<file path="src/rtl/mllru_pkg.sv">
`timescale 1ns / 1ps
// ----------------------------------------------------------------------------
// mllru_pkg
// Shared constants, codes and types of the multi-level LRU locator.
// ----------------------------------------------------------------------------
package mllru_pkg;

    // Default sizing of the block.
    localparam int LEVELS_DEF      = 4;
    localparam int STACK_DEPTH_DEF = 1024;
    localparam int KEY_BITS_DEF    = 16;

    // Configuration register layout.
    localparam int LEVELS_IN_USE_W     = 3;
    localparam int LEVEL_SIZE_W        = 8;
    localparam int LEVEL_SIZE_MAX      = (1 << LEVEL_SIZE_W) - 1;
    localparam int REG_LEVELS_IN_USE   = 0;
    localparam int REG_LEVEL_SIZE_BASE = 1;
    localparam int APB_DATA_W          = 32;

    localparam logic [LEVELS_IN_USE_W-1:0] LEVELS_IN_USE_RST = 3'd4;
    localparam logic [LEVEL_SIZE_W-1:0]    LEVEL_SIZE_RST    = 8'd16;

    // Result kinds.
    localparam int RESULT_KIND_W = 2;
    localparam int LEVEL_OUT_W   = 2;
    localparam logic [RESULT_KIND_W-1:0] KIND_NEW     = 2'd0;
    localparam logic [RESULT_KIND_W-1:0] KIND_LEVEL   = 2'd1;
    localparam logic [RESULT_KIND_W-1:0] KIND_OUTSIDE = 2'd2;

    // Status of the seen map towards the sequencer.
    typedef struct packed {
        logic clearing;
        logic hit;
    } seen_stat_t;

endpackage

</file>
<file path="src/rtl/mllru_cfg_regs.sv">
`timescale 1ns / 1ps
// ----------------------------------------------------------------------------
// mllru_cfg_regs
// APB register file holding the level layout, and the derived level
// boundaries and total capacity.
// ----------------------------------------------------------------------------
module mllru_cfg_regs #(
    parameter int LEVELS      = mllru_pkg::LEVELS_DEF,
    parameter int STACK_DEPTH = mllru_pkg::STACK_DEPTH_DEF,
    parameter int FILL_W      = $clog2(STACK_DEPTH + 1),
    parameter int LIDX_W      = (LEVELS > 1) ? $clog2(LEVELS) : 1,
    parameter int PADDR_W     = $clog2(4 * (LEVELS + 1))
) (
    input  logic                                clk,
    input  logic                                rst_n,
    input  logic                                psel,
    input  logic                                penable,
    input  logic                                pwrite,
    input  logic [PADDR_W-1:0]                  paddr,
    input  logic [mllru_pkg::APB_DATA_W-1:0]    pwdata,
    output logic [mllru_pkg::APB_DATA_W-1:0]    prdata,
    output logic                                pready,
    output logic [FILL_W-1:0]                   edges [LEVELS],
    output logic [FILL_W-1:0]                   cap,
    output logic [LIDX_W-1:0]                   active_last
);
    import mllru_pkg::*;

    localparam int SUM_MAX = (LEVELS * LEVEL_SIZE_MAX > STACK_DEPTH) ?
                             LEVELS * LEVEL_SIZE_MAX : STACK_DEPTH;
    localparam int SUM_W   = $clog2(SUM_MAX + 1);
    localparam int IDX_W   = PADDR_W - 2;

    logic [LEVELS_IN_USE_W-1:0] levels_in_use_reg;
    logic [LEVEL_SIZE_W-1:0]    level_size_reg [LEVELS];
    logic [IDX_W-1:0]           reg_idx;
    logic                       wr_en;

    logic [FILL_W-1:0] edge_next [LEVELS];
    logic [FILL_W-1:0] edge_reg  [LEVELS];
    logic [FILL_W-1:0] cap_next;
    logic [FILL_W-1:0] cap_reg;
    logic [LIDX_W-1:0] active_last_next;
    logic [LIDX_W-1:0] active_last_reg;
    logic [SUM_W-1:0]  sum;

    assign pready  = 1'b1;
    assign reg_idx = paddr[PADDR_W-1:2];
    assign wr_en   = psel && penable && pwrite;

    always_ff @(posedge clk or negedge rst_n)
    begin
        if (!rst_n)
        begin
            levels_in_use_reg <= LEVELS_IN_USE_RST;
            for (int i = 0; i < LEVELS; i++)
            begin
                level_size_reg[i] <= LEVEL_SIZE_RST;
            end
        end
        else if (wr_en)
        begin
            if (int'(reg_idx) == REG_LEVELS_IN_USE)
            begin
                levels_in_use_reg <= pwdata[LEVELS_IN_USE_W-1:0];
            end
            for (int i = 0; i < LEVELS; i++)
            begin
                if (int'(reg_idx) == REG_LEVEL_SIZE_BASE + i)
                begin
                    level_size_reg[i] <= pwdata[LEVEL_SIZE_W-1:0];
                end
            end
        end
    end

    always_comb
    begin
        prdata = '0;
        if (int'(reg_idx) == REG_LEVELS_IN_USE)
        begin
            prdata = APB_DATA_W'(levels_in_use_reg);
        end
        for (int i = 0; i < LEVELS; i++)
        begin
            if (int'(reg_idx) == REG_LEVEL_SIZE_BASE + i)
            begin
                prdata = APB_DATA_W'(level_size_reg[i]);
            end
        end
    end

    // Running level boundaries, saturated at the stack depth. A saturated
    // boundary still orders every legal depth correctly.
    always_comb
    begin
        sum = '0;
        for (int i = 0; i < LEVELS; i++)
        begin
            sum = sum + SUM_W'(level_size_reg[i]);
            edge_next[i] = (sum > SUM_W'(STACK_DEPTH)) ? FILL_W'(STACK_DEPTH)
                                                       : FILL_W'(sum);
        end

        if (levels_in_use_reg == '0)
        begin
            active_last_next = '0;
        end
        else if (int'(levels_in_use_reg) > LEVELS)
        begin
            active_last_next = LIDX_W'(LEVELS - 1);
        end
        else
        begin
            active_last_next = LIDX_W'(levels_in_use_reg - 1'b1);
        end

        cap_next = edge_next[active_last_next];
    end

    always_ff @(posedge clk)
    begin
        edge_reg        <= edge_next;
        cap_reg         <= cap_next;
        active_last_reg <= active_last_next;
    end

    assign edges       = edge_reg;
    assign cap         = cap_reg;
    assign active_last = active_last_reg;

endmodule

</file>
<file path="config.mk">
export PLATFORM = sky130hd
export DESIGN_NAME = mllru_cfg_regs
export DESIGN_NICKNAME = d
export VERILOG_FILES = /design/src/rtl/mllru_pkg.sv /design/src/rtl/mllru_cfg_regs.sv
export SDC_FILE = /design/constraint.sdc
export NUM_CORES = 1
export LEC_CHECK = 0
export ABC_AREA = 1
export BUFFER_PORTS_ARGS = -buffer_cell sky130_fd_sc_hd__buf_2
export CORE_MARGIN = 1
export CORE_UTILIZATION = 37
export CTS_CLUSTER_DIAMETER = 120
export DETAILED_ROUTE_END_ITERATION = 7
export GPL_ROUTABILITY_DRIVEN = 0
export SYNTH_ARGS = -nofsm -noshare
export SYNTH_HDL_FRONTEND = slang
export SYNTH_SLANG_ARGS = --single-unit
</file>
<file path="constraint.sdc">
create_clock -name clk -period 4.74 [get_ports clk]
set_clock_uncertainty 0.15 [all_clocks]
set_input_delay 0.237 -clock clk [delete_from_list [all_inputs] [get_ports clk]]
set_output_delay 0.237 -clock clk [all_outputs]
set_load 0.03 [all_outputs]
</file>
==> results.cfg <==
[run_status]
status = complete, but fails checks
violations = design-rule violations

[yosys]
netlist_area_um2 = 4500
ys_ff_latch = 86
synth_simple_gate_area_frac = 0.231
yosysWarnings = 0
syn_area_per_cell_um2 = 7.92
synthMuxAreaShare = 0
ys_top_cells_by_count = nand2_1 (158), inv_1 (75), dfxtp_1 (51), o21ai_0 (46), buf_4 (31)
synth_cell_types = 39
async_reset_ff_frac = 0.407
yosysMostFrequentCell = nand2_1
yosys.area_share.adder = 0.0857
synth_top_family_by_area = simple AND/OR/NAND/NOR gates
ys_seq_area_frac = 0.423
synth_edf_count = 0
ys.flop_type = dfxtp_1
syn_inst = 568
synth_top_cells_by_area = dfxtp_1 (23%), dfrtp_1 (17%), nand2_1 (13%)
netlist.area_leader.share = 0.227
synth-compound-area-share = 0.103
synth_area_leader_cell = dfxtp_1
synth_xor_area_frac = 0.0234

[pwr]
p_per_area_nw_per_um2 = 760
irDropWorstVdd_uv = 215
leakage_nw = 2.85

[timing]
tightest_slew_ns = 0.764
layout_worst_path_cycle_share = 0.921
fmax_ghz = 0.229
setup_tns_ns = 0
period_minus_slack_ns = 4.37
setup_viol = 0
hold_viol = 0
slew_viol_final = 0
slew_headroom = 0.490
worst_slack_ns = 0.375

[floorplanning]
initial_core_util = 0.387
core_area_um2 = 11600
dieArea_um2 = 12600
die_y_um = 112
ios = 132
die_w_um = 112
row_count = 39

[cts]
clockRootBuffer = clkbuf_16
cts-htree-levels = 3
cts_buffers = 9
clk_pin_slew_ns = 0.06
cts_tree = yes
insertion_delay_ns = 0.34
clockBufferDepth = 2
clock-sinks = 86

[layout]
drive_gt1_frac = 0.196
final_area_um2 = 5270
instances_no_fill = 795
largest_reg_flops = 38
n_fill_cell = 1190
finalNetCount = 718
synthToLayoutAreaGrowth_pct = 17.2
fin_util = 0.454
n_antenna_cell = 0

[worst_setup_path]
worst_setup_path_start_kind = flip-flop
crit_top_cell = nand2_1
critical_path_arrival_ns = 4.43
crit-reg2reg-launch = level_size_reg[26]
required_ns = 4.80
cp-startpoint = level_size_reg[26]
cp_num_buf_inv = 2
critPathKind = reg -> reg
cpMaxStageDelayCell = dfrtp_1
crit_fanout = 8
path_delay_family = simple AND/OR/NAND/NOR gates
critical_path.max_stage_delay_ns = 0.43
cp-end-kind = flip-flop
rrSetupSlack_ns = 0.37

[routing]
drc = 6
wl_um = 10200
vias_per_cell = 4.73
postRouteAntennaNets = 0
wl_per_cell_um = 12.8
vias = 3759
drt_iter0_markers = 190
dr.pass1.iters = 7

[placed_design]
place_hpwl_um = 7880
dp_slack_ns = 0.303
numPortBuffers = 74
dp_cells = 777
dpl_cell_area_um2 = 4880

[global_route]
grt_usage = 0.169
antenna_found_initial = 0
overflow = 0
grt_max_degree = 36
grt_pass1_wl_um = 16700
grt_pass1_vias = 3562

[run]
drv_cap = 0

[hold_path]
min_from = pwdata[4]
hold_class = in -> reg
placed cells by master, fill, tap and decap left out, types with 3 or more instances in the layout:
master / synthesis / final
dfstp_2: 5 / 5
dfrtp_1: 30 / 30
o21ai_0: 46 / 45
inv_1: 75 / 75
xnor2_1: 3 / 3
o21bai_1: 4 / 4
conb_1: 2 / 31
nor2_2: 3 / 3
bufinv_16: 0 / 3
buf_2: 0 / 74
clkbuf_16: 0 / 9
buf_4: 31 / 3
nand3_1: 21 / 21
nor2_1: 18 / 18
nand2_1: 158 / 158
dfxtp_1: 51 / 51
ha_1: 26 / 24
fa_1: 3 / 3
o22ai_1: 3 / 3
o211ai_1: 6 / 6
inv_2: 3 / 3
a21oi_1: 22 / 22
nand4_1: 9 / 9
nand2_2: 11 / 11
xor2_1: 9 / 8
nand3b_1: 3 / 3
clkinv_1: 2 / 3
path summary, 6_finish.rpt:
check,to,depth (start not counted)
worst min register to register,edges[33],0
worst min-delay path,level_size_reg[20],3
worst max-delay path,cap[3],25
worst max register to register,cap[3],25
min in group asynchronous,level_size_reg[1],2
max in group asynchronous,level_size_reg[23],2
cell families after synthesis:
logic type	Yosys count
simple gates	235
buf+inv	119
flops	86
compound gates	85
fa+ha+maj	29
xor+xnor	12
other cells	2
stage by stage:
stage	hold WS, ns	total power [mW]
finish	0.0290	4.00
global route	0.0552	4.32
CTS	0.0268	4.00
detailed placement	0.213	3.17
global placement	0.198	3.12
floorplan	-0.209	2.71
layout make-up:
| cell class | count | area [µm²] | share of cell area |
|---|---|---|---|
| well taps | 143 | 179 | 0.0340 |
| clock inverters | 6 | 109 | 0.0207 |
| multi-input cells | 392 | 2140 | 0.406 |
| repair buffers | 78 | 403 | 0.0764 |
| inverters | 80 | 300 | 0.0570 |
| flip-flops and latches | 86 | 1900 | 0.361 |
| clock buffers | 10 | 239 | 0.0453 |
layer usage:
metal | up-vias | wire length (µm) | track usage | share of wire
met4 | 0 | 186 | 0.0800 | 0.018
met3 | 13 | 393 | 0.0259 | 0.039
met1 | 1748 | 4820 | 0.221 | 0.47
met2 | 97 | 4790 | 0.276 | 0.47
li1 | 1901 | - | - | -
met5 | - | 0 | 0 | 0
worst min-delay path, cell delays in order:
cell and delay [ns]:
buf_2 0.09, inv_1 0.09, o21ai_0 0.09
timing repair:
action                     in CTS  in global routing
gates resized for setup         0                  5
hold endpoints to repair       30                  0
setup endpoints to repair       0                  8
hold buffers                    1                  0
buffers inserted                0                  1
power breakdown:
| part | switching [mW] | internal (mW) | total [mW] |
|---|---|---|---|
| Clock | 0.275 | 0.527 | 0.802 |
| Combinational | 1.43 | 0.686 | 2.11 |
| Sequential | 0.105 | 0.984 | 1.09 |
Note: power is estimated with default switching activity, not from simulation.
